## config.mk

```make
export PLATFORM = sky130hd
export DESIGN_NAME = crm_front
export DESIGN_NICKNAME = d
export VERILOG_FILES = /design/src/hdl/crm_pkg.sv /design/src/hdl/crm_front.sv
export SDC_FILE = /design/constraint.sdc
export NUM_CORES = 1
export LEC_CHECK = 0
export ABC_AREA = 1
export ABC_CLOCK_PERIOD_IN_PS = 10800
export BUFFER_PORTS_ARGS = -buffer_cell sky130_fd_sc_hd__buf_2
export CORE_MARGIN = 8
export CORE_UTILIZATION = 52
export CTS_CLUSTER_SIZE = 30
export DETAILED_ROUTE_END_ITERATION = 6
export GPL_ROUTABILITY_DRIVEN = 0
export PLACE_DENSITY = 0.8
export SLEW_MARGIN = 20
export SYNTH_ARGS = -nofsm -noshare
export SYNTH_HDL_FRONTEND = slang
export SYNTH_SLANG_ARGS = --single-unit
export TNS_END_PERCENT = 30
```

## constraint.sdc

```tcl
create_clock -name i_clk -period 10.8 [get_ports i_clk]
set_clock_uncertainty 0.05 [all_clocks]
set_input_delay 0.54 -clock i_clk [delete_from_list [all_inputs] [get_ports i_clk]]
set_output_delay 0.54 -clock i_clk [all_outputs]
set_load 0.01 [all_outputs]
```

## src/hdl/crm_pkg.sv

```systemverilog
// Package for the per-class byte rate meter.
// Holds the transaction types, command codes and constants; no dependencies.
`default_nettype none
package crm_pkg;

    localparam int unsigned DW = 64;
    localparam logic [DW-1:0] NS_PER_SEC = 64'd1000000000;
    localparam logic [DW-1:0] PERIOD_RESET = 64'd30000000000;
    localparam logic [DW-1:0] ALL_ONES = {DW{1'b1}};

    localparam logic KIND_PACKET = 1'b0;
    localparam logic KIND_TRACK = 1'b1;
    localparam logic STATUS_REPORT = 1'b0;
    localparam logic STATUS_REJECT = 1'b1;

    localparam logic [1:0] OP_PACKET = 2'd0;
    localparam logic [1:0] OP_TRACK = 2'd1;
    localparam logic [1:0] OP_REJECT = 2'd2;

    typedef struct packed {
        logic          kind;
        logic [63:0]   class_id;
        logic [15:0]   packet_bytes;
        logic [63:0]   now_ns;
    } t_in_item;

    typedef struct packed {
        logic          status;
        logic [63:0]   report_class;
        logic [63:0]   rate_bytes_per_s;
    } t_out_item;

    typedef struct packed {
        logic [1:0]    op;
        logic [63:0]   class_id;
        logic [15:0]   packet_bytes;
        logic [63:0]   now_ns;
    } t_cmd;

endpackage
`default_nettype wire

```

## src/hdl/crm_front.sv

```systemverilog
// Front end: accepts input transactions, classifies them and queues commands.
// Depends on crm_pkg.
`default_nettype none
module crm_front
    import crm_pkg::*;
(
    input  wire logic     i_clk,
    input  wire logic     i_rst_n,
    input  wire logic     i_in_valid,
    output logic          o_in_ready,
    input  wire t_in_item i_in_data,
    output logic          o_q_valid,
    input  wire logic     i_q_pop,
    output t_cmd          o_q_data
);

    t_cmd       r_q [2];
    logic       r_wp, r_rp;
    logic [1:0] r_cnt;
    logic       push;
    t_cmd       cmd;

    always_comb begin
        cmd.class_id = i_in_data.class_id;
        cmd.packet_bytes = i_in_data.packet_bytes;
        cmd.now_ns = i_in_data.now_ns;
        if (i_in_data.kind == KIND_TRACK) begin
            cmd.op = (i_in_data.class_id == '0) ? OP_REJECT : OP_TRACK;
        end else begin
            cmd.op = OP_PACKET;
        end
    end

    assign o_in_ready = (r_cnt != 2'd2);
    // Packets of class zero are dropped here and never reach the table.
    assign push = i_in_valid && o_in_ready &&
                  !(i_in_data.kind == KIND_PACKET && i_in_data.class_id == '0);
    assign o_q_valid = (r_cnt != 2'd0);
    assign o_q_data = r_q[r_rp];

    always_ff @(posedge i_clk) begin
        if (push) begin
            r_q[r_wp] <= cmd;
        end
        if (!i_rst_n) begin
            r_wp <= 1'b0;
            r_rp <= 1'b0;
            r_cnt <= 2'd0;
        end else begin
            if (push) begin
                r_wp <= ~r_wp;
            end
            if (i_q_pop) begin
                r_rp <= ~r_rp;
            end
            r_cnt <= r_cnt + {1'b0, push} - {1'b0, i_q_pop};
        end
    end

endmodule
`default_nettype wire

```

Word-level counts from Yosys, hierarchy flattened --
Memory sizes are Yosys's and may differ from the RTL's. A register that Yosys moved wholly into a read port is not among the register bits. Cells that the tools add are included.
Operators by class: add/subtract/negate cells 2, $mul 0, div/mod/pow operators 0, $lt $le $gt $ge 0, equality and inequality tests 1, shift operators 0, multiplexer cells 6, bitwise logic cells 3, reductions and logical operators 6
Operator list (number):
- $logic_not 64->1 | 1
- $mux 1 | 4
- $mux 2 | 2
- $logic_and 1x1->1 | 3
- $not 1->1 | 3
- $add 2x1->2 | 1
- $ne 2x2->1 const B | 1
- $reduce_bool 2->1 | 1
- $sub 2x1->2 | 1
- $logic_not 1->1 | 1
Storage, ports and cells: bits in registers 4, bits in latches 0, memory bits (writable) 292, memory bits (read-only) 0, input bits 149, output and inout port bits 148, word-level logic and storage cells 22, memories 1
Memories:
- r_q | depth 2, bits a word 146, rd ports 1, clocked after memory_dff 1, write ports 1, RTL line crm_front.sv:17 | t_cmd r_q [2];

Longest topological paths before layout --
Gate-level depths: netlist of the first run.
word-level depth 6, mapped depth 13, depth with buffers taken out 13

Worst setup path before layout of the first run --
OpenSTA, ideal clock, no wires.
path type input port to flip-flop, start input port i_in_valid, end memory r_q[0][0] in the netlist's numbering, enable pin, setup time 0.653 ns, arrival 7.041 ns, data required time 10.097 ns, setup slack 3.056 ns, cell stages on the path 3, path buffers 0, path through a21boi_0 > nand2_1 > nor2_1
Between the ends: word-level cells in the longest chain between the ends 4
RTL lines:
- start, declared | RTL line crm_front.sv:9 | input wire logic i_in_valid,
- $logic_and 1x1->1 (2 in a row) | RTL line crm_front.sv:36 | assign push = i_in_valid && o_in_ready &&
- $mux 1 | RTL line crm_front.sv:42 | if (push) begin
- $mux 1 (not written as such) | RTL line crm_front.sv:43 | r_q[r_wp] <= cmd;
- end, declared | RTL line crm_front.sv:17
Every way passes these cells.

==> impl_metrics.tcl, run 1 <==
set metrics [dict create \
    critPathCapture "o_q_data[39]" \
    intPower_mw 2.133 \
    finalPower_mw 2.750 \
    pwr-share-clk_pct 36.2 \
    area_growth_pct 25.15 \
    syn_inst 550 \
    design.core.area_um2 20890 \
    endpoint_kind "primary output" \
    p_switching_uw 616.9 \
    ant_nets 0 \
    drive_above_1_share_pct 55.84 \
    hold_viol_final 0 \
    period_share_pct 35.55 \
    start_util_pct 52.72 \
    power.share.combinational_pct 12.1 \
    ys_ff_latch 297 \
    die_y_um 161.5 \
    overflow 0 \
    cp_num_buf_inv 3 \
    critPathTopFamily "buffers and inverters" \
    cp_cell_sequence "buf_4 > buf_4 > mux2_2 > buf_2" \
    grt_max_degree 75 \
    p_leak_nw 5.149 \
    nets 1018 \
    finalSetupTns_ns 0 \
    vias_per_cell 5.111 \
    netlist_area_um2 11010 \
    cts_buffers 30 \
    cp.required_ns 10.21 \
    grt_pass1_wl_um 35080 \
    rsz0062_at_grt "no" \
    die_w_um 161.5 \
    ctsHoldBuffers 0 \
    cp_max_fo 58 \
    crit_cells 4 \
    place_ws_ns 6.742 \
    dp_hpwl_um 16250 \
    power_switching_share_pct 22.43 \
    cts_max_level 1 \
    setup_viol_count_final 0 \
    wl_per_cell_um 20.11 \
    grt_pass1_vias 6379 \
    hold_ws_ns 0.1424 \
    max_freq_mhz 260.5 \
    post-cts-setup-buffers 0 \
    crit_type "reg2out" \
    pin_count 297 \
    cts_root_buffer "clkbuf_16" \
    cp-start-kind "register" \
    reg2reg_slack_ns 7.12 \
    r2r-end "r_q[0][22]" \
    hold_class "in2reg" \
    grt_use_total_pct 17.12 \
    vdd_drop_max_mv 0.1422 \
    port_buffers 296 \
    cp_slowest_cell "buf_4" \
    cpPeakStageDelay_ns 0.71 \
    num_rows 53 \
    p_per_area_nw_per_um2 199.5 \
    drtIter0Drc 315 \
    max-cap-violations 0 \
    clk_pin_slew_ns 0.06 \
    outcome "complete, no violations" \
    crit_path_frequent_cell "buf_4" \
    post-route-util_pct 65.98 \
    antenna_found_initial 6 \
    synthesis.nets 701 \
    cts_buffer_depth 3 \
    cts_tree "built" \
    p_seq_share_pct 51.7 \
    synth.avg_cell_area_um2 20.02 \
    rr_worst_depth 6 \
    rr_startpoint "r_cnt[0]" \
    drc 0 \
    dieArea_um2 26090 \
    cts_sinks 297 \
    finalCriticalPeriod_ns 3.839 \
    slew_viol_final 0 \
    slew_headroom_pct 33.93 \
    cts_resized 0 \
    ys_seq_area_share_pct 80.53 \
    drtPass1Iterations 4 \
    crit_arrival_ns 3.25 \
    insertion_delay_ns 0.53 \
    drt-total-wl_um 23490 \
    synth_cell_types 17 \
    yosysWarnings 0 \
    tightestPinTransition_ns 0.9911 \
    vias 5970 \
    setup_ws_ns 6.961 \
    n_fill_cell 1465 \
]
==> stage by stage <==
| step | area [um2] | std cells |
|---|---|---|
| after floorplan | 11010 | 550 |
| after global placement | 12800 | 1110 |
| after detailed placement | 12800 | 1110 |
| after CTS | 13780 | 1165 |
| after global routing | 13780 | 1167 |
| final | 13780 | 1168 |
==> area by class of cell <==
type | count | area [um2] | area share (%)
Sequential cell | 297 | 8872 | 64.37
Antenna cell | 3 | 7.507 | 0.05447
Clock inverter | 12 | 112.6 | 0.8170
Clock buffer | 43 | 860.8 | 6.245
Tap cell | 275 | 344.1 | 2.496
Timing Repair Buffer | 301 | 1519 | 11.02
Inverter | 5 | 23.77 | 0.1725
Multi-Input combinational cell | 232 | 2043 | 14.82
==> worst register-to-register path: stages, from the launching register on <==
cell and delay, ns:
dfxtp_1 0.36, inv_1 0.06, a21boi_0 0.34, nand2_1 0.18, nor2_4 0.78, buf_4 0.76
buf_4 0.73
==> sequential cells by signal, indices dropped and copies added (netlist names), named ones only <==
register and flops:
r_cnt 2, r_q 292, r_wp 1, r_rp 1
==> how the worst min path moves through the flow <==
stage,from,end,slack (ns),cells past startpoint
2_1_floorplan,r_rp,register,0.41,2
3_3_place_gp,r_rp,register,0.42,2
3_5_place_dp,r_rp,register,0.44,2
4_1_cts,i_in_data[37],r_q[1][37],0.12,1
5_1_grt,i_in_data[52],r_q[0][52],0.12,1
6_report,i_in_data[37],r_q[1][37],0.14,1
==> kinds of logic after synthesis <==
kind of cell             Yosys count  share of synthesized area [%]
XOR/XNOR                           1                        0.07954
AO/OA/AOI/OAI                      5                         0.2499
AND/OR/NAND/NOR                   78                          2.999
adder cells (fa/ha/maj)            2                         0.2272
buffers and inverters             21                         0.9885
flip-flops                       297                          80.53
multiplexers                     146                          14.93
==> cell usage in the layout, fill, tap and decap left out <==
cell        instances
clkinvlp_4          1
nand2_1            27
xor2_1              1
diode_2             3
clkinv_1            5
buf_4               5
or2_2               1
clkbuf_8            4
a21boi_0            1
a21oi_1             3
nand3_2             1
clkinv_2            3
mux2_2            146
dfxtp_4             1
inv_1               4
nand3_4             1
bufinv_16           2
inv_8               1
clkbuf_1            8
o21ai_0             1
buf_2             296
nor2_4              3
clkbuf_16          31
inv_6               1
edfxtp_1          292
ha_1                2
dfxtp_1             4
nor2_1             45
==> power by group through the flow <==
stage               logic (mW)  registers (mW)  clock network, mW
floorplan                0.187            1.46                  0
global placement         0.332            1.44                  0
detailed placement       0.336            1.45                  0
CTS                      0.339            1.42               1.02
global route             0.359            1.43               1.07
finish                   0.332            1.42              0.995
==> cells in the mapped netlist (all sizes together) <==
library cell	instances	area share (%)
a21oi	3	0.14
xor2	1	0.080
or2	1	0.057
a21boi	1	0.068
dfxtp	5	0.91
nor2	48	1.8
ha	2	0.23
inv	5	0.17
edfxtp	292	80
nand3	2	0.25
nand2	27	0.92
buf	16	0.82
o21ai	1	0.045
mux2	146	15
==> per-layer routing <==
layer	vias to the layer above	part of all wire [%]	global-route usage, %
met5	-	0.16	0
met4	6	2.6	5.682
met3	49	9.3	5.447
met2	265	49	28.30
met1	2894	39	21.05
li1	2756	-	-
Note: power is estimated with default switching activity, not from simulation.
==> run 2, diff against run 1 <==
Settings changed: ABC_CLOCK_PERIOD_IN_PS 10800 to 3900.
Clock period 10.8 ns to 3.9 ns, I/O delays scaled along.
==> impl_metrics.tcl, run 2 (synthesized netlist as in run 1, its figures left out) <==
set metrics [dict create \
    outcome "complete, no violations" \
    num_rows 53 \
    crit_arrival_ns 2.41 \
    grt_pass1_vias 7461 \
    rr_worst_depth 5 \
    cp-start-kind "register" \
    reg.largest.list "r_q: 292 flops, r_cnt: 2 flops" \
    hold_class "in2reg" \
    cts_sinks 297 \
    ant_nets 0 \
    port_buffers 296 \
    drtPass1Iterations 4 \
    setup_viol_count_final 0 \
    slew_viol_final 0 \
    p_per_area_nw_per_um2 508.2 \
    drive_above_1_share_pct 47.73 \
    cts_max_level 1 \
    period_share_pct 67.98 \
    cts_tree "built" \
    regMostFlops "r_q" \
    die_w_um 161.5 \
    clk_pin_slew_ns 0.06 \
    crit_type "reg2out" \
    grt_max_degree 86 \
    vdd_drop_max_mv 0.4667 \
    dieArea_um2 26090 \
    rsz0062_at_grt "no" \
    wl_per_cell_um 20.48 \
    nets 1164 \
    grt_use_total_pct 19.91 \
    p_leak_nw 5.760 \
    start_util_pct 52.72 \
    dp_hpwl_um 16280 \
    cts_buffer_depth 3 \
    min_path_cells 3 \
    antenna_found_initial 3 \
    finalPower_mw 7.759 \
    worstHoldStart "i_in_data[144]" \
    tightestPinTransition_ns 0.9341 \
    insertion_delay_ns 0.53 \
    vias 6717 \
    top_usage_layer "met2" \
    cp.required_ns 3.65 \
    ctsHoldBuffers 146 \
    cts_root_buffer "clkbuf_16" \
    cts_resized 0 \
    drtIter0Drc 347 \
    endpoint_kind "primary output" \
    gr-usage-met2_pct 36.48 \
    post-route-util_pct 73.08 \
    slew_headroom_pct 37.72 \
    cts_buffers 29 \
    drt-total-wl_um 26900 \
    finalCriticalPeriod_ns 2.651 \
    rr_startpoint "r_cnt[0]" \
    r2r-end "r_q[0][27]" \
    post-cts-setup-buffers 0 \
    most-common-layout-cells "buf_2 (296), edfxtp_1 (292), mux2_2 (146), dlygate4sd3_1 (146), nor2_1 (45)" \
    design.core.area_um2 20890 \
    cp_max_fo 66 \
    whs_endpoint "r_q[1][145]" \
    max_freq_mhz 377.2 \
    vias_per_cell 5.116 \
    met1_usage_pct 21.09 \
    max-cap-violations 0 \
    drc 0 \
    final_common_cell "buf_2" \
    area_growth_pct 38.62 \
    n_fill_cell 1266 \
    largest_reg_flops 292 \
    reg2reg_slack_ns 1.53 \
    grt_use_met3_pct 5.116 \
    grt_pass1_wl_um 40590 \
    overflow 0 \
    pin_count 297 \
    hold_viol_final 0 \
    die_y_um 161.5 \
]
run 2: worst max path at each step:
stage                    from  slack (ns)      endpoint  cells past startpoint
2_1_floorplan        r_cnt[0]       -0.26     r_q[1][0]                      4
3_3_place_gp   i_in_data[105]        1.67    r_q[0][26]                     10
3_5_place_dp   i_in_data[105]        1.58    r_q[0][26]                     10
4_1_cts              register        1.20  o_q_data[14]                      3
5_1_grt              register        1.13  o_q_data[39]                      3
6_report             register        1.25  o_q_data[39]                      3
run 2: metrics by stage:
| stage | TNS, ns | cells | worst slack (ns) | cell area (um2) | hold WS, ns |
|---|---|---|---|---|---|
| 2_1_floorplan | -38.50 | 550 | -0.2637 | 11020 | 0.2385 |
| 3_3_place_gp | 0 | 1111 | 1.668 | 12860 | 0.3326 |
| 3_5_place_dp | 0 | 1111 | 1.580 | 12860 | 0.3363 |
| 4_1_cts | 0 | 1310 | 1.197 | 15260 | 0.04472 |
| 5_1_grt | 0 | 1313 | 1.134 | 15270 | 0.09320 |
| 6_report | 0 | 1313 | 1.249 | 15270 | 0.06652 |
run 2: power breakdown:
part	total, mW	switching [mW]	internal, mW
Clock	2.74	1.10	1.64
Combinational	1.06	0.571	0.493
Sequential	3.95	0.0923	3.86
run 2: cell type report:
cell class	count	area, um2	area share, %
flip-flops and latches	297	8872	58.12
inverters	5	23.77	0.1557
repair buffers	448	3038	19.90
clock inverters	8	111.4	0.7294
well taps	275	344.1	2.254
clock buffers	45	825.8	5.409
multi-input cells	232	2043	13.38
diodes	3	7.507	0.04918
run 2: critical path: stages (launching register included):
cell     delay, ns
dfxtp_4       0.95
buf_12        0.32
mux2_2        0.39
buf_2         0.15
run 2: per-layer routing:
layer / vias to the layer above / wire [um] / share of wire [%]
met2: 297 / 14520 / 54
li1: 3056 / - / -
met1: 3290 / 9430 / 35
met3: 74 / 1839 / 6.8
met4: 0 / 1108 / 4.1
met5: - / 0 / 0
==> run 3, diff against run 2 <==
Settings changed: ABC_CLOCK_PERIOD_IN_PS 3900 to 2700.
Clock period 3.9 ns to 2.7 ns, I/O delays scaled along.
==> impl_metrics.tcl, run 3 (synthesized netlist as in run 1, its figures left out) <==
set metrics [dict create \
    outcome "complete, no violations" \
    cp_slowest_cell "dfxtp_4" \
    cp_max_fo 37 \
    crit_type "reg2out" \
    max_freq_mhz 422.2 \
    antenna_found_initial 3 \
    drtPass1Iterations 4 \
    p_leak_nw 5.800 \
    critPathTopFamily "flip-flops" \
    drc 0 \
    cts_max_level 1 \
    final-seq-area_um2 8874 \
    slew_viol_final 0 \
    cts_buffers 29 \
    grt_pass1_wl_um 41900 \
    grt_use_met3_pct 6.185 \
    final_common_cell "buf_2" \
    die_y_um 161.5 \
    cpPeakStageDelay_ns 0.74 \
    cp-start-kind "register" \
    port_buffers 296 \
    reg.largest.list "r_q: 292 flops, r_cnt: 2 flops" \
    drt-total-wl_um 27740 \
    cp_num_buf_inv 2 \
    cts_root_buffer "clkbuf_16" \
    vias_per_cell 5.112 \
    top_usage_layer "met2" \
    insertion_delay_ns 0.53 \
    area_growth_pct 39.70 \
    multi_input_area_um2 2102 \
    crit_arrival_ns 2.18 \
    num_rows 53 \
    finalCriticalPeriod_ns 2.369 \
    drive_above_1_share_pct 49.52 \
    wl_per_cell_um 21.01 \
    endpoint_kind "primary output" \
    most-common-layout-cells "buf_2 (296), edfxtp_1 (292), mux2_2 (146), dlygate4sd3_1 (146), nor2_1 (38)" \
    pin_count 297 \
    design.core.area_um2 20890 \
    n_fill_cell 1191 \
    regMostFlops "r_q" \
    cts_sinks 297 \
    clk_pin_slew_ns 0.07 \
    finalSetupTns_ns 0 \
    cts_buffer_depth 3 \
    start_util_pct 52.72 \
    grt_pass1_vias 7395 \
    ant_nets 0 \
    vias 6748 \
    cts_tree "built" \
    nets 1171 \
    post-route-util_pct 73.65 \
    drtIter0Drc 350 \
    gr-usage-met2_pct 36.48 \
    grt_use_total_pct 20.58 \
    tightestPinTransition_ns 0.8115 \
    vdd_drop_max_mv 0.6382 \
    die_w_um 161.5 \
    overflow 0 \
    cts_resized 0 \
    cp.required_ns 2.52 \
    largest_reg_flops 292 \
    slew_headroom_pct 45.90 \
    max-cap-violations 0 \
    dp_hpwl_um 16470 \
    p_per_area_nw_per_um2 726.5 \
    cp_cell_sequence "buf_4 > mux2_2 > buf_2" \
    finalPower_mw 11.18 \
    period_share_pct 87.73 \
    dieArea_um2 26090 \
    rsz0062_at_grt "no" \
    met1_usage_pct 23.77 \
    post-cts-setup-buffers 0 \
    hold_class "in2reg" \
    grt_max_degree 88 \
    hold_viol_final 0 \
    setup_viol_count_final 0 \
]
==> run 3: cell count changes in the layout (fill, tap and decap cells not counted), sizes merged <==
cell	change
clkinvlp	+3
clkbuf	-13
clkinv	+10
buf	+7
==> run 3: tightest hold or removal path, cell delays in order <==
cell      delay, ns
buf_2          0.10
a21boi_4       0.15
a21oi_1        0.14
nor2_1         0.05
==> run 3: cell type report <==
class                   instances  share of cell area [%]
well taps                     275                   2.236
multi-input cells             232                   13.66
diodes                          3                 0.04880
clock inverters                21                   1.187
flip-flops and latches        297                   57.68
repair buffers                455                   20.25
clock buffers                  32                   4.790
inverters                       5                  0.1464
==> run 3: final timing paths <==
check | from | end | slack (ns) | depth (start not counted)
setup / recovery | register | o_q_data[127] | 0.33 | 3
setup reg to reg | r_cnt[0] | r_q[1][83] | 0.75 | 5
hold / removal | i_in_valid | r_wp | 0.04 | 4
hold reg to reg | r_rp | r_rp | 0.45 | 2
==> run 3: timing repair <==
item                                    CTS  global route
endpoints found under the hold margin   293             0
endpoints found under the setup margin    0             0
hold buffers                            146             0
==> run 3: metal layers <==
layer	share of wire [%]	vias up	routed length, um
met5	0	-	0
met4	1.9	0	518
met3	8.3	46	2302
met2	52	284	14410
met1	38	3345	10510
li1	-	3073	-
==> run 3: report_power, final <==
part,switching (mW),internal [mW],total (mW)
registers,0.131,5.58,5.71
clock network,1.63,2.25,3.87
logic,0.855,0.741,1.60
==> run 3: through the flow <==
stage          area, um2  instances  hold slack, ns  setup WS, ns
2_1_floorplan      11080        550          0.1784       -0.6455
3_3_place_gp       13000       1118          0.2729        0.6039
3_5_place_dp       13000       1118          0.2764        0.5718
4_1_cts            15380       1317         0.01027        0.2964
5_1_grt            15380       1320         0.04482        0.2066
6_report           15380       1320         0.04245        0.3313
